File: src/hdl/bdlp_pkg.sv
// ----------------------------------------------------------------------------
// bdlp_pkg
// Shared types and constants of the button debouncer with long-press events.
// ----------------------------------------------------------------------------
`default_nettype none

package bdlp_pkg;

	localparam int NUM_BUTTONS_DEF = 8;
	// button_index is 3 bits wide, so at most this many counters are reachable
	localparam int MAX_BUTTONS     = 8;

	localparam int IDX_W  = 3;
	localparam int CNT_W  = 8;
	localparam int KIND_W = 2;
	localparam int ID_W   = 4;
	localparam int REG_W  = 2;
	localparam int DATA_W = 8;

	localparam logic [CNT_W-1:0] DEBOUNCE_RST = 8'd2;
	localparam logic [CNT_W-1:0] LONG_RST     = 8'd200;
	localparam logic [CNT_W-1:0] MASK_RST     = 8'd0;

	typedef enum logic [KIND_W-1:0] {
		EV_PRESS   = 2'd0,
		EV_LONG    = 2'd1,
		EV_RELEASE = 2'd2
	} ev_kind_t;

	typedef enum logic [REG_W-1:0] {
		REG_DEBOUNCE = 2'd0,
		REG_LONG     = 2'd1,
		REG_MASK     = 2'd2
	} reg_idx_t;

	typedef struct packed {
		logic [CNT_W-1:0] debounce;
		logic [CNT_W-1:0] long_cnt;
		logic [CNT_W-1:0] mask;
	} cfg_t;

	typedef struct packed {
		logic            valid;
		ev_kind_t        kind;
		logic [ID_W-1:0] id;
	} ev_t;

endpackage

`default_nettype wire

File: src/hdl/bdlp_ifs.sv
// ----------------------------------------------------------------------------
// bdlp channel interfaces
// Valid/ready channels for samples, events and register writes.
// ----------------------------------------------------------------------------
`default_nettype none

interface bdlp_sample_if;
	logic       valid;
	logic       ready;
	logic [2:0] button_index;
	logic       pin_level;

	modport source (output valid, button_index, pin_level, input ready);
	modport sink   (input valid, button_index, pin_level, output ready);
endinterface

interface bdlp_event_if;
	logic       valid;
	logic       ready;
	logic [1:0] event_kind;
	logic [3:0] button_id;

	modport source (output valid, event_kind, button_id, input ready);
	modport sink   (input valid, event_kind, button_id, output ready);
endinterface

interface bdlp_cfg_if;
	logic       valid;
	logic       ready;
	logic [1:0] reg_index;
	logic [7:0] wdata;

	modport source (output valid, reg_index, wdata, input ready);
	modport sink   (input valid, reg_index, wdata, output ready);
endinterface

`default_nettype wire

File: src/hdl/button_debounce_long_press.sv
// ----------------------------------------------------------------------------
// button_debounce_long_press
// Debounces periodic button samples and reports press, long-press and
// release events per button.
// ----------------------------------------------------------------------------
//  channel   dir   payload                      handshake
//  samples   in    button_index[2:0] pin_level  valid/ready
//  events    out   event_kind[1:0] button_id    valid/ready
//  cfg       in    reg_index[1:0] wdata[7:0]    valid/ready, always ready
//
//  One sample per cycle sustained unless a stalled event output holds it; an
//  event passes the sample register, then the event register, to the port.
//  The counter read-modify-write happens in the sample register's cycle, so
//  back-to-back samples of one button see the updated count.
//  Reset clears all counters and loads debounce 2, long 200, mask 0.
//  A stalled event output holds the sample register only when it has an event.
// ----------------------------------------------------------------------------
`default_nettype none

module button_debounce_long_press #(
	parameter int NUM_BUTTONS = bdlp_pkg::NUM_BUTTONS_DEF
) (
	input  wire logic       clk,
	input  wire logic       arst_n,
	bdlp_sample_if.sink     samples,
	bdlp_event_if.source    events,
	bdlp_cfg_if.sink        cfg
);
	import bdlp_pkg::*;

	cfg_t             cfg_q;
	logic             s1_valid;
	logic [IDX_W-1:0] s1_idx;
	logic             s1_level;
	logic             s1_go;
	ev_t              ev;
	logic             out_valid_q;
	ev_kind_t         out_kind_q;
	logic [ID_W-1:0]  out_id_q;

	// register writes
	assign cfg.ready = 1'b1;

	always_ff @(posedge clk or negedge arst_n) begin
		if (!arst_n) begin
			cfg_q.debounce <= DEBOUNCE_RST;
			cfg_q.long_cnt <= LONG_RST;
			cfg_q.mask     <= MASK_RST;
		end else if (cfg.valid) begin
			unique case (reg_idx_t'(cfg.reg_index))
				REG_DEBOUNCE: cfg_q.debounce <= cfg.wdata;
				REG_LONG:     cfg_q.long_cnt <= cfg.wdata;
				REG_MASK:     cfg_q.mask     <= cfg.wdata;
				default:      ;
			endcase
		end
	end

	bdlp_cnt_bank #(
		.NUM_BUTTONS (NUM_BUTTONS)
	) u_cnt_bank (
		.clk    (clk),
		.arst_n (arst_n),
		.upd    (s1_go),
		.idx    (s1_idx),
		.level  (s1_level),
		.cfg    (cfg_q),
		.ev     (ev)
	);

	assign s1_go         = s1_valid && (!out_valid_q || events.ready || !ev.valid);
	assign samples.ready = !s1_valid || s1_go;

	always_ff @(posedge clk or negedge arst_n) begin
		if (!arst_n) begin
			s1_valid <= 1'b0;
		end else if (samples.ready) begin
			s1_valid <= samples.valid;
		end
	end

	always_ff @(posedge clk) begin
		if (samples.valid && samples.ready) begin
			s1_idx   <= samples.button_index;
			s1_level <= samples.pin_level;
		end
	end

	always_ff @(posedge clk or negedge arst_n) begin
		if (!arst_n) begin
			out_valid_q <= 1'b0;
		end else if (s1_go && ev.valid) begin
			out_valid_q <= 1'b1;
		end else if (events.ready) begin
			out_valid_q <= 1'b0;
		end
	end

	always_ff @(posedge clk) begin
		if (s1_go && ev.valid) begin
			out_kind_q <= ev.kind;
			out_id_q   <= ev.id;
		end
	end

	assign events.valid      = out_valid_q;
	assign events.event_kind = out_kind_q;
	assign events.button_id  = out_id_q;

	// an event never overwrites one that is still waiting
	assert property (@(posedge clk) disable iff (!arst_n)
		s1_go && ev.valid |-> !out_valid_q || events.ready)
		else $error("event register overwritten");

	// a held sample register keeps its item
	assert property (@(posedge clk) disable iff (!arst_n)
		s1_valid && !s1_go |=> s1_valid && $stable(s1_idx) && $stable(s1_level))
		else $error("stalled sample lost");

	// every event register load shows up on the port next cycle
	assert property (@(posedge clk) disable iff (!arst_n)
		s1_go && ev.valid |=> out_valid_q && out_id_q != 4'd0)
		else $error("event not presented");

endmodule

`default_nettype wire

File: src/hdl/bdlp_cnt_bank.sv
// ----------------------------------------------------------------------------
// bdlp_cnt_bank
// Per-button press counters with the read-modify-write that yields events.
// ----------------------------------------------------------------------------
`default_nettype none

module bdlp_cnt_bank #(
	parameter int NUM_BUTTONS = 8
) (
	input  wire logic                      clk,
	input  wire logic                      arst_n,
	input  wire logic                      upd,
	input  wire logic [bdlp_pkg::IDX_W-1:0] idx,
	input  wire logic                      level,
	input  wire bdlp_pkg::cfg_t            cfg,
	output bdlp_pkg::ev_t                  ev
);
	import bdlp_pkg::*;

	localparam int CntDepth = (NUM_BUTTONS < MAX_BUTTONS) ? NUM_BUTTONS : MAX_BUTTONS;
	localparam int CntIdxW  = (CntDepth > 1) ? $clog2(CntDepth) : 1;
	localparam logic [6:0] NumB = 7'(NUM_BUTTONS);

	logic [CNT_W-1:0] cnt_q [CntDepth];

	logic             in_rng;
	logic             active;
	logic [CNT_W-1:0] cur;
	logic [CNT_W:0]   nxt9;
	logic [CNT_W-1:0] cnt_d;
	logic             cnt_we;

	assign in_rng = {4'b0, idx} < NumB;
	assign active = cfg.mask[idx];
	assign cur    = in_rng ? cnt_q[idx[CntIdxW-1:0]] : '0;
	assign nxt9   = {1'b0, cur} + 9'd1;

	always_comb begin
		ev.valid = 1'b0;
		ev.kind  = EV_PRESS;
		ev.id    = {1'b0, idx} + 4'd1;
		cnt_d    = cur;
		cnt_we   = 1'b0;
		if (in_rng) begin
			if (level == active) begin
				cnt_we = 1'b1;
				if (nxt9 > {1'b0, cfg.long_cnt}) begin
					// saturate at the long count, no event
					cnt_d = cfg.long_cnt;
				end else begin
					cnt_d = nxt9[CNT_W-1:0];
					if (nxt9[CNT_W-1:0] == cfg.long_cnt) begin
						ev.valid = 1'b1;
						ev.kind  = EV_LONG;
					end else if (nxt9[CNT_W-1:0] == cfg.debounce) begin
						ev.valid = 1'b1;
						ev.kind  = EV_PRESS;
					end
				end
			end else if (cur >= cfg.debounce) begin
				cnt_we   = 1'b1;
				cnt_d    = '0;
				ev.valid = 1'b1;
				ev.kind  = EV_RELEASE;
			end
		end
	end

	always_ff @(posedge clk or negedge arst_n) begin
		if (!arst_n) begin
			for (int i = 0; i < CntDepth; i++) cnt_q[i] <= '0;
		end else if (upd && cnt_we) begin
			cnt_q[idx[CntIdxW-1:0]] <= cnt_d;
		end
	end

endmodule

`default_nettype wire
File: src/flat_wrapper.sv
// flat-port wrapper written by rule: the top's interface ports become plain ports
module button_debounce_long_press_flat import bdlp_pkg::*;
#(
	parameter int NUM_BUTTONS = bdlp_pkg::NUM_BUTTONS_DEF
)
  (clk, arst_n, samples_valid, samples_button_index, samples_pin_level, samples_ready, events_valid, events_event_kind, events_button_id, events_ready, cfg_valid, cfg_reg_index, cfg_wdata, cfg_ready);
  bdlp_sample_if samples_i ();
  bdlp_event_if events_i ();
  bdlp_cfg_if cfg_i ();
  input  wire logic clk;
  input  wire logic arst_n;
  input wire logic [$bits(samples_i.valid)-1:0] samples_valid;
  input wire logic [$bits(samples_i.button_index)-1:0] samples_button_index;
  input wire logic [$bits(samples_i.pin_level)-1:0] samples_pin_level;
  output wire logic [$bits(samples_i.ready)-1:0] samples_ready;
  output wire logic [$bits(events_i.valid)-1:0] events_valid;
  output wire logic [$bits(events_i.event_kind)-1:0] events_event_kind;
  output wire logic [$bits(events_i.button_id)-1:0] events_button_id;
  input wire logic [$bits(events_i.ready)-1:0] events_ready;
  input wire logic [$bits(cfg_i.valid)-1:0] cfg_valid;
  input wire logic [$bits(cfg_i.reg_index)-1:0] cfg_reg_index;
  input wire logic [$bits(cfg_i.wdata)-1:0] cfg_wdata;
  output wire logic [$bits(cfg_i.ready)-1:0] cfg_ready;
  assign samples_i.valid = samples_valid;
  assign samples_i.button_index = samples_button_index;
  assign samples_i.pin_level = samples_pin_level;
  assign samples_ready = samples_i.ready;
  assign events_valid = events_i.valid;
  assign events_event_kind = events_i.event_kind;
  assign events_button_id = events_i.button_id;
  assign events_i.ready = events_ready;
  assign cfg_i.valid = cfg_valid;
  assign cfg_i.reg_index = cfg_reg_index;
  assign cfg_i.wdata = cfg_wdata;
  assign cfg_ready = cfg_i.ready;
  button_debounce_long_press #(.NUM_BUTTONS(NUM_BUTTONS)) u_core (.clk(clk), .arst_n(arst_n), .samples(samples_i), .events(events_i), .cfg(cfg_i));
endmodule
File: config.mk
export PLATFORM = sky130hd
export DESIGN_NAME = button_debounce_long_press_flat
export DESIGN_NICKNAME = d
export VERILOG_FILES = /design/src/hdl/bdlp_pkg.sv /design/src/hdl/bdlp_ifs.sv /design/src/hdl/button_debounce_long_press.sv /design/src/hdl/bdlp_cnt_bank.sv /design/src/flat_wrapper.sv
export SDC_FILE = /design/constraint.sdc
export NUM_CORES = 1
export LEC_CHECK = 0
export ABC_AREA = 1
export BUFFER_PORTS_ARGS = -buffer_cell sky130_fd_sc_hd__buf_2
export CELL_PAD_IN_SITES_DETAIL_PLACEMENT = 1
export CELL_PAD_IN_SITES_GLOBAL_PLACEMENT = 1
export CORE_MARGIN = 2
export CORE_UTILIZATION = 31
export DETAILED_ROUTE_END_ITERATION = 10
export GPL_TIMING_DRIVEN = 0
export PLACE_DENSITY_LB_ADDON = 0.05
export REMOVE_ABC_BUFFERS = 1
export SYNTH_ARGS = -nofsm -noshare
export SYNTH_HDL_FRONTEND = slang
export SYNTH_SLANG_ARGS = --single-unit
File: constraint.sdc
create_clock -name clk -period 4.85 [get_ports clk]
set_input_delay 0.7275 -clock clk [delete_from_list [all_inputs] [get_ports clk]]
set_output_delay 0.7275 -clock clk [all_outputs]
set_load 0.01 [all_outputs]
# [Yosys cells after proc, flatten, opt, wreduce, memory -nomap -nowiden]
# Index checks and enable logic that the tools add are counted.
[word_totals] register_bits=100 in_bits=19 out_inout_bits=9 wordCells=66
[classes] mux=20 bitwise_logic=1 n_addsub=2 order_cmp=5 eq_ne=5 reduce_logical=16
[op_table] cell="$bwmux 64" count=1
[op_table] cell="$mux 8" count=6
[op_table] cell="$bmux 8 s3" count=1
[op_table] cell="$demux 8 s3" count=1
[op_table] cell="$eq 8x8->1" count=2
[op_table] cell="$mux 3" count=5
[op_table] cell="$add 8x1->9 const B" count=1
[op_table] cell="$gt 9x8->1" count=1
[op_table] cell="$ge 8x8->1" count=1
[op_table] cell="$reduce_and 2->1" count=3
[op_table] cell="$logic_and 1x1->1" count=5
[op_table] cell="$mux 1" count=5
[op_table] cell="$add 3x1->4 const B" count=1
[op_table] cell="$ge 4x4->1 const B" count=1
[op_table] cell="$lt 3x4->1 const B" count=1
[op_table] cell="$lt 4x1->1 const B" count=1
[op_table] cell="$not 3->4" count=1
[op_table] cell="$bmux 1 s3" count=1
[op_table] cell="$logic_not 1->1" count=3
[op_table] cell="$logic_or 1x1->1" count=3
[op_table] cell="$eq 2x1->1 const B" count=1
[op_table] cell="$eq 2x2->1 const B" count=1
[op_table] cell="$logic_not 2->1" count=1
[op_table] cell="$reduce_bool 2->1" count=1
[op_table] cell="$eq 1x1->1" count=1

# [Longest topological paths before layout]
# Gate-level depths: netlist of run 1.
[logic_depth] word_depth=15 depth_mapped=30 depth_no_buf=28

# [By module]
# From an unflattened synthesis of run 1, not the netlist that was laid out.
[hier_totals] hier_cells=808 hier_area_um2=6019.5
[by_module_without_submodules] mod="bdlp_cnt_bank" cells_per_inst=674 area_each_um2=4551.9 seq_area_each_um2=1601.5 instances=1
[by_module_without_submodules] mod="button_debounce_long_press" cells_per_inst=134 area_each_um2=1467.7 seq_area_each_um2=955.9 instances=1

# [Least setup slack after synthesis of run 1]
# No wires, ideal clock.
[synth_path] path_type="reg2out" from="register u_core.s1_idx[1]" to="output samples_ready" stages_incl_launch_ff=24 setup_slack_ns=1.062 arrival_ns=3.060 path_buffers=0 path_cell_list="edfxtp_1 > nor2_1 > nand3_1 > nand2_1 > inv_1 > nand2_1 > ha_1 > inv_1 > nor2_2 > nand2_1 > nor2_1 > nand2_1 > nand2_1 > inv_1 > ha_1 > a21o_1 > a21oi_1 > nand2_1 > nand2_1 > nand3_1 > nor3_1 > nand2_1 > nand2_2 > nand3_1"
[synth_between] elab_chain_cells=14 elab_cells_between_ends=21 cone_classes="1 x add/sub; 2 x order compare; 3 x eq/ne; 10 x mux; 1 x bitwise; 4 x reduce/logical"
[synth_rtl] item="start, declared" line="button_debounce_long_press.sv:33" source="logic [IDX_W-1:0] s1_idx;"
[synth_rtl] item="start signal, assigned" line="button_debounce_long_press.sv:84" source="s1_idx <= samples.button_index;"
[synth_rtl] item="parallel branches: the longest is 9 deep, another holds $add 8x1->9"
[synth_rtl] item="$mux 3 (*)" line="bdlp_cnt_bank.sv:45" source="if (level == active) begin"
[synth_rtl] item="$logic_not 1->1 (*)" line="button_debounce_long_press.sv:71" source="assign s1_go = s1_valid && (!out_valid_q || events.ready || !ev.valid);"
[synth_rtl] item="$logic_or 1x1->1 (*)" line="button_debounce_long_press.sv:71"
[synth_rtl] item="$logic_and 1x1->1 (*)" line="button_debounce_long_press.sv:71"
[synth_rtl] item="$logic_or 1x1->1 (*)" line="button_debounce_long_press.sv:72" source="assign samples.ready = !s1_valid || s1_go;"
[synth_rtl] item="end, declared" line="flat_wrapper.sv:15" source="output wire logic [$bits(samples_i.ready)-1:0] samples_ready;"
# Every way passes the cells marked *. The select of a mux whose other input is x is not followed.

# [Worst setup path after layout of run 1]
# Same ends and word-level chain as after synthesis.

==> implementation parameters, run 1 <==
Parameter                              Value

Placed design
  PortBufs    26
  Placement Setup Slack    -1.605 ns
  DPL Wire Length    ~13000 um
  Final weighted congestion in routability-driven placement    0.8273
  Cell area after placement    6148 sq um

Die
  Number of ports placed on the die boundary    28
  Die Wd    141.3 um
  Initial Util    about a third
  Die area    roughly 20000 sq um
  Die H    around 140 um
  FP Rows    50
  Placeable core area    between 15000 and 20000 sq um

STA
  Transition at the pin with the smallest max-transition slack    between 0.7 and 0.8 ns
  Relative slew slack    52.16%
  Hold Violations, Final    0
  Fin Clk Skew    0.01380 ns
  Worst-case setup margin in the final layout    between 0.2 and 0.25 ns
  Setup repair after global routing missed its margin    yes
  Worst hold slack    0.3291 ns
  Final Max Tran Viols    0
  Fraction of the cycle the final worst path needs    between 90% and 100%
  Setup violators final    0
  Accumulated negative setup slack    0 ns
  Minimum clock period    between 4 and 5 ns
  Peak Freq    0.2168 GHz

Detailed routing
  Post-route DRC    0
  Number of vias per cell after detailed routing    roughly 5.1
  Final antenna-violating net count    0
  Initial DRC Count    between 200 and 300
  Routed WL    19650 um
  Routed len/inst    approximately 19 um
  First-pass iteration count of the detailed router    4
  Vias    approximately 5300

CTS
  Number of buffers created by CTS    9
  Clock tree from TritonCTS    built
  Skew-Pair Late Insertion Delay    roughly 0.36 ns
  Hold buffer count at CTS    0
  Number of levels in the clock H-tree    3
  Deepest clock path buffer count    2
  Root buffer selected by CTS    sky130_fd_sc_hd__clkbuf_16
  Clock sink count    100
  Clock-pin transition on the worst setup and hold timing paths    0.08 ns

GRT
  Number of global-route vias before repair    between 5000 and 6000
  Global-route usage over all layers    between 20% and 30%
  Overall overflow remaining after global route    0
  Global-route wire length before repair    between 30000 and 40000 um
  Antenna violations before repair    0
  Pin count of the biggest net entering global routing    81

Power
  Power after layout    3.356 mW
  Sequential group share of total power    36.0%
  Cell-internal power    ~1.9 mW
  Pwr/cell area    501.8 nW/um^2
  Share of power burned in the clock network    around a quarter
  Net switching fraction of the power    a little over two fifths
  Share of total power in combinational logic    between 30% and 40%
  Leakage power figure    3.499 nW
  P_sw    between 1 and 1.5 mW
  Peak supply drop    ~0.26 mV

Cells and area
  Antenna cells    0
  Number of fill cells    2299
  P&R area growth vs syn    14.40%
  Fraction of final layout cells with drive strength greater than 1    13.83%
  Post-layout nets    850
  Fin area    about 6700 sq um
  Most frequent standard cell in the layout excluding fill and tap cells    sky130_fd_sc_hd__nand2_1
  Highest-count cells in the layout ignoring fill and taps    sky130_fd_sc_hd__nand2_1 (331), sky130_fd_sc_hd__dfrtp_1 (86), sky130_fd_sc_hd__nand4_1 (74)
  Footprint of the multi-input gates    between 2000 and 3000 sq um
  Combined flip-flop and latch cell area    2557 sq um

Setup path
  Critical path type    reg2out
  CP Data Required Time    about 4.1 ns
  CP Data Arrival Time    3.89 ns
  Startpoint class of the critical path    register
  Crit-path max FO    6
  Kind of end point of the critical path    output port

Synthesis
  Compound-cell area share of the yosys netlist    around 6.5%
  Share of synthesized area occupied by flip-flops and latches    43.74%
  Asr flop ratio synth    approximately 90%
  Area share of and/or/nand/nor cells after synthesis    36.51%
  Count of yosys warnings during synthesis    0
  Multiplexer share of the synthesized area    0%
  Dominant combinational cell family by area after synthesis    simple AND/OR/NAND/NOR gates
  Flip-flop and latch count after synthesis    100
  Commonest register cell after synthesis    sky130_fd_sc_hd__dfrtp_1
  Cell count after synthesis    slightly below 800
  Count of cell types in the netlist    35
  Combined area of all synthesized cells    ~5800 sq um
  Post-synth EDFFs    10
  Synthesized-area fraction occupied by xor and xnor cells    less than 1%
  Post-Syn Area per Cell    around 7.4 sq um
  Post-Synth Adder-Cell Area    4.066%

Min path
  Classification of the worst-slack hold path    in2async

Outcome
  Status    complete, no violations

Run
  Max-capacitance violation count    0
-- power by group through the flow --
stage	Combinational [mW]	Clock (mW)	Sequential, mW
2_1_floorplan	0.849	0	1.19
3_3_place_gp	1.24	0	1.22
3_5_place_dp	1.28	0	1.23
4_1_cts	1.33	0.833	1.21
5_1_grt	1.53	0.856	1.24
6_report	1.34	0.808	1.21
-- worst paths after layout --
| path | start | to | slack, ns | cells past startpoint |
|---|---|---|---|---|
| max in group asynchronous | arst_n | u_core.cfg_q[15] | 3.78 | 2 |
| min reg2reg | u_core.u_cnt_bank.cnt_q[63] | u_core.u_cnt_bank.cnt_q[63] | 0.48 | 2 |
| min in group clk | u_core.u_cnt_bank.cnt_q[63] | u_core.u_cnt_bank.cnt_q[63] | 0.48 | 2 |
| max reg2reg | u_core.s1_idx[1] | u_core.events.event_kind[0] | 0.46 | 27 |
| max | u_core.s1_idx[1] | samples_ready | 0.24 | 25 |
| min | arst_n | u_core.u_cnt_bank.cnt_q[27] | 0.33 | 1 |
-- cells in the mapped netlist (4+ instances only) --
cell type	count	share of area (%)
sky130_fd_sc_hd__inv_1	69	4.4
sky130_fd_sc_hd__ha_1	19	4.1
sky130_fd_sc_hd__nor2_1	22	1.4
sky130_fd_sc_hd__nand4_1	74	7.9
sky130_fd_sc_hd__clkbuf_1	7	0.45
sky130_fd_sc_hd__nand2_1	337	22
sky130_fd_sc_hd__edfxtp_1	10	5.1
sky130_fd_sc_hd__a21oi_1	14	1.2
sky130_fd_sc_hd__buf_1	4	0.26
sky130_fd_sc_hd__dfstp_2	4	1.8
sky130_fd_sc_hd__buf_2	18	1.5
sky130_fd_sc_hd__o22ai_2	4	0.86
sky130_fd_sc_hd__inv_2	11	0.71
sky130_fd_sc_hd__o21ai_0	38	3.3
sky130_fd_sc_hd__dfrtp_1	86	37
sky130_fd_sc_hd__nand3_1	37	3.2
sky130_fd_sc_hd__buf_6	6	1.2
sky130_fd_sc_hd__nand2_2	5	0.53
-- through the flow --
step | std cells | util [%]
5_1_grt | 1051 | 36.00
3_3_place_gp | 1016 | 32.59
3_5_place_dp | 1019 | 33.09
6_report | 1051 | 36.00
4_1_cts | 1049 | 35.69
2_1_floorplan | 756 | -
-- cell type report --
type                    instances  area share (%)
clock buffers                   9           3.367
clock inverters                 7           1.496
inverters                      81           4.789
multi-input cells             576           42.72
flip-flops and latches        100           38.23
well taps                     234           4.377
repair buffers                 44           5.013
-- logic make-up after synthesis --
family	after synthesis
adders and majority gates	19
AOI/OAI and AO/OA	65
and+or+nand+nor	488
buffers and inverters	118
xor gates and xnor gates	2
DFF	100
other	1
-- sequential cells by signal (all words and copies together) (netlist names) --
name / flops
u_core.u_cnt_bank.cnt_q: 64
u_core.cfg_q: 24
u_core.events.button_id: 4
u_core.s1_idx: 3
u_core.events.event_kind: 2
u_core.events.valid: 1
u_core.s1_level: 1
u_core.s1_valid: 1
-- routing by layer --
layer	vias up	share of wire, %	track usage, %
met1	2627	45	26.16
met4	0	1.8	5.632
met2	58	51	36.00
li1	2615	-	-
met3	16	2.8	3.746
met5	-	0	0
-- worst max-delay path, cell delays in order (launching register included) --
cell	delay, ns
sky130_fd_sc_hd__edfxtp_1	0.40
sky130_fd_sc_hd__buf_4	0.18
sky130_fd_sc_hd__buf_4	0.16
sky130_fd_sc_hd__nor2_4	0.16
sky130_fd_sc_hd__nand3_2	0.12
sky130_fd_sc_hd__nand2_2	0.08
sky130_fd_sc_hd__inv_1	0.06
sky130_fd_sc_hd__nand2_4	0.11
sky130_fd_sc_hd__ha_1	0.17
sky130_fd_sc_hd__inv_1	0.08
sky130_fd_sc_hd__nor2_4	0.14
sky130_fd_sc_hd__nand3_1	0.14
sky130_fd_sc_hd__nand2_1	0.13
sky130_fd_sc_hd__inv_1	0.06
sky130_fd_sc_hd__ha_1	0.28
sky130_fd_sc_hd__a21oi_1	0.14
sky130_fd_sc_hd__o21ai_0	0.10
sky130_fd_sc_hd__o21ai_1	0.13
sky130_fd_sc_hd__nand2_1	0.07
sky130_fd_sc_hd__nand2_2	0.08
sky130_fd_sc_hd__nand3_2	0.11
sky130_fd_sc_hd__nor3_2	0.13
sky130_fd_sc_hd__nand2_1	0.08
sky130_fd_sc_hd__nand2_2	0.09
sky130_fd_sc_hd__nand3_1	0.11
sky130_fd_sc_hd__buf_2	0.19
-- what timing repair did --
| item | CTS | global route |
|---|---|---|
| buffers inserted | 14 | 1 |
| gates resized for setup | 13 | 11 |
| setup endpoints to repair | 78 | 51 |
| gates cloned | 0 | 1 |
| pin swaps | 4 | 6 |
No activity file was read; power rests on OpenSTA's default activity.
==> inputs of run 2 (changes only) <==
Settings changed: SYNTH_HIERARCHICAL set to 1.
==> run 2 against run 1 <==
  * Critical path type unchanged
  * Worst hold slack improved by 0.037 ns
  * Synthesized area increased by 3.0%
  * Critical path depth stayed put
==> implementation parameters, run 2 <==
Parameter                              Value

Outcome
  Status    complete, no violations

Detailed routing
  Routed len/inst    between 15 and 20 um
  Routed WL    around 19000 um
  Post-route DRC    0
  Initial DRC Count    between 200 and 300
  Final antenna-violating net count    0
  Number of vias per cell after detailed routing    between 4 and 5
  Vias    about 5200
  First-pass iteration count of the detailed router    4

STA
  Hold Violations, Final    0
  Minimum clock period    4.585 ns
  Fraction of the cycle the final worst path needs    94.54%
  Relative slew slack    a little over half
  Worst-case setup margin in the final layout    around 0.27 ns
  Final Max Tran Viols    0
  Transition at the pin with the smallest max-transition slack    roughly 0.7 ns
  Fin Clk Skew    about 0.0080 ns
  Peak Freq    0.2181 GHz
  Setup violators final    0

GRT
  Number of global-route vias before repair    about 5500
  Global-route wire length before repair    approximately 30000 um
  Pin count of the biggest net entering global routing    55
  Antenna violations before repair    0
  Global-route usage over all layers    approximately 20%
  Overall overflow remaining after global route    0

Die
  Die area    approximately 20000 sq um
  Placeable core area    18890 sq um
  Number of ports placed on the die boundary    28
  Initial Util    a little under a third
  Die Wd    roughly 140 um
  Die H    143.3 um
  FP Rows    50

Synthesis
  Portion of synthesized cell area occupied by the leading cell type    35.75%
  Count of yosys warnings during synthesis    6
  Commonest cells in the synthesized netlist    sky130_fd_sc_hd__nand2_1 (443), sky130_fd_sc_hd__dfrtp_1 (86), sky130_fd_sc_hd__inv_1 (71)
  Multiplexer share of the synthesized area    0%
  Dominant combinational cell family by area after synthesis    simple AND/OR/NAND/NOR gates
  Compound-cell area share of the yosys netlist    under 10%
  Cell taking the most area after synthesis    sky130_fd_sc_hd__dfrtp_1
  Post-Synth Adder-Cell Area    3.741%
  Cell count after synthesis    just over 800
  Area share of and/or/nand/nor cells after synthesis    41.84%
  Combined area of all synthesized cells    between 6000 and 7000 sq um
  Share of synthesized area occupied by flip-flops and latches    a little over two fifths
  Flip-flop and latch count after synthesis    100
  Asr flop ratio synth    about 90%
  Top-count cell post-synth    sky130_fd_sc_hd__nand2_1
  Post-synth EDFFs    10
  Synthesized-area fraction occupied by xor and xnor cells    approximately 1.3%
  Commonest register cell after synthesis    sky130_fd_sc_hd__dfrtp_1
  Post-Syn Area per Cell    around 7.4 sq um
  Top cells by area in the synthesized netlist    sky130_fd_sc_hd__dfrtp_1 (36%), sky130_fd_sc_hd__nand2_1 (28%), sky130_fd_sc_hd__edfxtp_1 (5.0%)
  Count of cell types in the netlist    38

Cells and area
  Most frequent standard cell in the layout excluding fill and tap cells    sky130_fd_sc_hd__nand2_1
  Non-filler cells, final    approximately 1100
  Number of fill cells    approximately 2400
  Fin area    a little under 7000 sq um
  Flip-flop count of the largest register after layout    between 60 and 70
  Post-layout nets    around 890
  Antenna cells    0
  Fraction of final layout cells with drive strength greater than 1    ~16%
  Register containing the most flip-flops in the final layout    u_core/u_cnt_bank/cnt_q
  Fraction of the core area covered by cells at the end of the flow    a little under two fifths
  Highest-count cells in the layout ignoring fill and taps    sky130_fd_sc_hd__nand2_1 (432), sky130_fd_sc_hd__dfrtp_1 (86), sky130_fd_sc_hd__inv_1 (69)
  P&R area growth vs syn    15.40%

Run
  Max-capacitance violation count    0

CTS
  Skew-Pair Late Insertion Delay    around 0.35 ns
  Number of buffers created by CTS    9
  Clock tree from TritonCTS    built
  Number of levels in the clock H-tree    3
  Deepest clock path buffer count    2
  Clock sink count    100
  Root buffer selected by CTS    sky130_fd_sc_hd__clkbuf_16
  Clock-pin transition on the worst setup and hold timing paths    around 0.07 ns

Power
  Cell-internal power    between 2 and 2.5 mW
  Pwr/cell area    525.1 nW/um^2
  Leakage power figure    3.932 nW
  P_sw    1.601 mW
  Share of total power in combinational logic    45.4%
  Share of power burned in the clock network    between 10% and 20%
  Net switching fraction of the power    about 44%
  Sequential group share of total power    a little over a third
  Peak supply drop    0.1682 mV

Setup path
  Kind of end point of the critical path    output port
  CP Data Arrival Time    around 3.9 ns
  Critical path type    reg2out
  Startpoint class of the critical path    register
  CP Data Required Time    around 4.1 ns
  Crit-path max FO    11
  Worst reg2reg path startpoint    u_core/s1_idx[0]
  Crit path from    u_core/s1_idx[0]

Min path
  Classification of the worst-slack hold path    in2async

Placed design
  Cell area after placement    6375 sq um
  DPL Wire Length    13280 um
  PortBufs    26
  Final weighted congestion in routability-driven placement    just over 0.8
  Cell total after placement    1080
  Placement Setup Slack    -0.8236 ns
## run 2: path summary, 6_finish.rpt
| check | end | slack, ns | cells past startpoint |
|---|---|---|---|
| max | samples_ready | 0.27 | 25 |
| max in group asynchronous | u_core/cfg_q[14] | 3.75 | 2 |
| min | u_core/u_cnt_bank/cnt_q[27] | 0.37 | 1 |
| min reg2reg | u_core/cfg_q[15] | 0.47 | 2 |
| min in group clk | u_core/cfg_q[15] | 0.47 | 2 |
| max reg2reg | u_core/u_cnt_bank/cnt_q[63] | 0.67 | 30 |
## run 2: stage by stage
stage / hold slack (ns) / setup TNS, ns / power (mW)
final: 0.3664 / 0 / 3.648
after global routing: 0.3958 / -0.006535 / 3.961
after CTS: 0.3816 / 0 / 3.655
after detailed placement: 0.4632 / -48.24 / 2.852
after global placement: 0.4605 / -87.05 / 2.796
after floorplan: 0.4319 / 0 / 2.294
## run 2: routing by layer
layer	track usage, %	vias to the layer above	wire length, um	part of all wire, %
met5	0	-	0	0
met4	4.850	0	245	1.3
met3	2.799	16	450	2.4
met2	33.80	64	9139	49
met1	26.36	2527	9003	48
li1	-	2584	-	-
## run 2: power groups by stage
stage | registers (mW) | clock network [mW] | logic, mW
2_1_floorplan | 1.25 | 0 | 1.04
3_3_place_gp | 1.28 | 0 | 1.51
3_5_place_dp | 1.29 | 0 | 1.56
4_1_cts | 1.27 | 0.758 | 1.63
5_1_grt | 1.30 | 0.790 | 1.87
6_report | 1.27 | 0.725 | 1.65
## run 2: area by class of cell
type	instances	area [sq um]	share of cell area, %
Timing Repair Buffer	48	379.1	5.458
Inverter	87	369.1	5.313
Clock inverter	4	50.05	0.7205
Clock buffer	12	236.5	3.404
Multi-Input combinational cell	605	3020	43.48
Tap cell	260	325.3	4.683
Sequential cell	100	2557	36.82
Timing Repair inverter	1	8.758	0.1261
## run 2: cell families after synthesis
logic type / Yosys count
XOR/XNOR: 5
adder cells (fa/ha/maj): 18
AO/OA/AOI/OAI: 21
flip-flops: 100
buffers and inverters: 103
AND/OR/NAND/NOR: 560
other: 1
## run 2: critical path, stage by stage (launching register included)
cell	delay (ns)
sky130_fd_sc_hd__edfxtp_1	0.41
sky130_fd_sc_hd__buf_12	0.18
sky130_fd_sc_hd__buf_4	0.15
sky130_fd_sc_hd__clkbuf_16	0.17
sky130_fd_sc_hd__nand2_1	0.18
sky130_fd_sc_hd__inv_1	0.06
sky130_fd_sc_hd__nand2_1	0.07
sky130_fd_sc_hd__nand2_1	0.06
sky130_fd_sc_hd__nor2_1	0.15
sky130_fd_sc_hd__nand2_1	0.18
sky130_fd_sc_hd__inv_1	0.09
sky130_fd_sc_hd__nand2_1	0.05
sky130_fd_sc_hd__nand2_1	0.12
sky130_fd_sc_hd__inv_1	0.06
sky130_fd_sc_hd__ha_1	0.29
sky130_fd_sc_hd__and3_1	0.18
sky130_fd_sc_hd__nand4_1	0.14
sky130_fd_sc_hd__nand2_2	0.13
sky130_fd_sc_hd__nand2_4	0.08
sky130_fd_sc_hd__nor2_4	0.09
sky130_fd_sc_hd__nand2_1	0.06
sky130_fd_sc_hd__nor2_1	0.08
sky130_fd_sc_hd__nand3_1	0.11
sky130_fd_sc_hd__nand2_2	0.10
sky130_fd_sc_hd__nand4_1	0.11
sky130_fd_sc_hd__buf_2	0.17
## run 2: timing repair
action / CTS / global route
hold buffers: 0 / 0
endpoints found under the setup margin: 77 / 1
resized for setup: 19 / 17
gates cloned: 1 / 1
setup buffers: 13 / 6
pin swaps: 5 / 5
==> inputs of run 3 (changes only) <==
Settings changed: CTS_BUF_LIST set to sky130_fd_sc_hd__clkbuf_8.
==> run 3 against run 2 <==
  * Final cell count is 0.27% higher
  * Total power down 4.8%
  * Routed wire length grew 0.44%
  * Setup slack better by 0.017 ns
  * Sequential share of layout area increased by 0.053 points
  * Sequential cell count did not move
  * Sequential power barely moved
  * Non-clock buffer count up 3
  * Worst hold slack lost 0.036 ns
  * First-iteration DRC count rose by 3.6%
  * Cell area down 0.14%
  * Clock skew is 0.0062 ns higher
  * Critical endpoint unchanged
  * Highest routed layer unchanged
==> implementation parameters, run 3 (synthesized netlist as in run 2, its figures left out) <==
Parameter                              Value

CTS
  Clock sink count    100
  Hold buffer count at CTS    0
  Clock tree from TritonCTS    built
  Skew-Pair Late Insertion Delay    ~0.38 ns
  Number of buffers created by CTS    9
  Deepest clock path buffer count    2
  Clock-pin transition on the worst setup and hold timing paths    0.09 ns
  Root buffer selected by CTS    sky130_fd_sc_hd__clkbuf_8
  Number of levels in the clock H-tree    3

Setup path
  CP max stage cell    sky130_fd_sc_hd__edfxtp_1
  Most numerous cell on the critical path    sky130_fd_sc_hd__nand2_1
  Kind of end point of the critical path    output port
  Crit-path max FO    11
  Startpoint class of the critical path    register
  CP Data Required Time    4.12 ns
  CP max stage delay    around 0.4 ns
  Critical path type    reg2out
  CP Data Arrival Time    between 3 and 4 ns

GRT
  Pin count of the biggest net entering global routing    55
  Global-route usage over all layers    roughly 20%
  GRT busiest layer    met2
  Fraction of met2 tracks used by global routing    34.02%
  Antenna violations before repair    0
  Global-route wire length before repair    30360 um
  GRT met1 Usage    between 20% and 30%
  GR Util met3    2.899%
  Overall overflow remaining after global route    0
  Number of global-route vias before repair    5500

Power
  Leakage power figure    roughly 3.9 nW
  Peak supply drop    0.1473 mV
  Pwr/cell area    500.9 nW/um^2

Cells and area
  Post-layout nets    a little under 900
  Non-filler cells, final    1120
  Flip-flop count of the largest register after layout    between 60 and 70
  Fraction of the core area covered by cells at the end of the flow    a little under two fifths
  Fraction of final layout cells with drive strength greater than 1    between 10% and 20%
  Highest-count cells in the layout ignoring fill and taps    sky130_fd_sc_hd__nand2_1 (428), sky130_fd_sc_hd__dfrtp_1 (86), sky130_fd_sc_hd__inv_1 (72)
  Antenna cells    0
  Fin area    a little under 7000 sq um
  Register containing the most flip-flops in the final layout    u_core/u_cnt_bank/cnt_q
  Most frequent standard cell in the layout excluding fill and tap cells    sky130_fd_sc_hd__nand2_1
  P&R area growth vs syn    15.24%
  Number of fill cells    around 2400

Die
  Die area    between 20000 and 25000 sq um
  Number of ports placed on the die boundary    28
  Die Wd    about 140 um
  Initial Util    about a third
  Die H    roughly 140 um
  FP Rows    50
  Placeable core area    approximately 19000 sq um

Placed design
  Cell total after placement    1080
  PortBufs    26
  DPL Wire Length    ~13000 um
  Final weighted congestion in routability-driven placement    slightly above 0.8
  Cell area after placement    about 6400 sq um

Run
  Max-capacitance violation count    0

STA
  Fin Clk Skew    around 0.014 ns
  Relative slew slack    55.32%
  Worst hold slack    about 0.33 ns
  Fraction of the cycle the final worst path needs    between 90% and 100%
  Minimum clock period    roughly 4.6 ns
  Final Max Tran Viols    0
  Transition at the pin with the smallest max-transition slack    around 0.67 ns
  Peak Freq    between 0.2 and 0.25 GHz
  Hold Violations, Final    0
  Setup violators final    0

Detailed routing
  Routed WL    ~19000 um
  Number of vias per cell after detailed routing    ~4.6
  First-pass iteration count of the detailed router    4
  Routed len/inst    ~17 um
  Vias    around 5200
  Final antenna-violating net count    0
  Initial DRC Count    ~260
  Post-route DRC    0

Outcome
  Status    complete, no violations

Min path
  Classification of the worst-slack hold path    in2async
run 3: cell count changes in the layout (fill, tap and decap cells not counted), moves of 2 or more:
cell                        change
sky130_fd_sc_hd__clkbuf_1       -3
sky130_fd_sc_hd__inv_1          +3
sky130_fd_sc_hd__nand2_2        +3
sky130_fd_sc_hd__clkbuf_16      -8
sky130_fd_sc_hd__clkbuf_8       +9
sky130_fd_sc_hd__buf_4          +2
sky130_fd_sc_hd__nand2_1        -4
run 3: power by group:
part           switching [mW]  internal (mW)  leakage (nW)
combinational            1.13          0.539          2.56
clock                   0.303          0.233         0.101
sequential              0.149           1.12          1.27
total                    1.59           1.89          3.93
run 3: stage by stage:
step | power [mW] | TNS (ns) | worst slack (ns)
floorplan | 2.294 | 0 | 0.3097
global placement | 2.796 | -87.05 | -1.331
detailed placement | 2.852 | -48.24 | -0.8236
CTS | 3.473 | 0 | 0.01764
global route | 3.792 | -0.007475 | -0.007475
finish | 3.474 | 0 | 0.2820
run 3: timing repair:
item / CTS / global route
pin swaps: 6 / 5
setup buffers: 14 / 7
resized for setup: 20 / 26
cloned: 1 / 2
endpoints found under the setup margin: 77 / 1
run 3: final timing paths:
| path | slack, ns | to | startpoint | depth (start not counted) |
|---|---|---|---|---|
| max | 0.28 | samples_ready | u_core/s1_idx[0] | 26 |
| min | 0.33 | u_core/u_cnt_bank/cnt_q[27] | arst_n | 1 |
| max reg2reg | 0.73 | u_core/u_cnt_bank/cnt_q[63] | u_core/s1_idx[0] | 32 |
| min reg2reg | 0.48 | u_core/cfg_q[15] | u_core/cfg_q[15] | 2 |
| max in group asynchronous | 3.79 | u_core/cfg_q[14] | arst_n | 2 |
| min in group clk | 0.48 | u_core/cfg_q[15] | u_core/cfg_q[15] | 2 |
run 3: area by class of cell:
class	instances	area (sq um)	share of cell area [%]
multi-input combinational	605	3058	44.08
sequential	100	2557	36.87
timing repair buffer	51	422.9	6.097
inverter	87	379.1	5.465
tap	260	325.3	4.690
clock buffer	9	123.9	1.786
clock inverter	7	61.31	0.8838
timing repair inverter	1	8.758	0.1263
run 3: per-layer routing:
layer | vias to the layer above | wire (um)
li1 | 2581 | -
met5 | - | 0
met4 | 0 | 245
met1 | 2498 | 8892
met3 | 17 | 631
met2 | 77 | 9152
run 3: worst max-delay path, delay by kind of cell, from the launching register on:
family / cells / cell delay, ns
flops: 1 / 0.39
buf+inv: 5 / 0.71
simple gates: 20 / 2.05
fa+ha+maj: 1 / 0.29
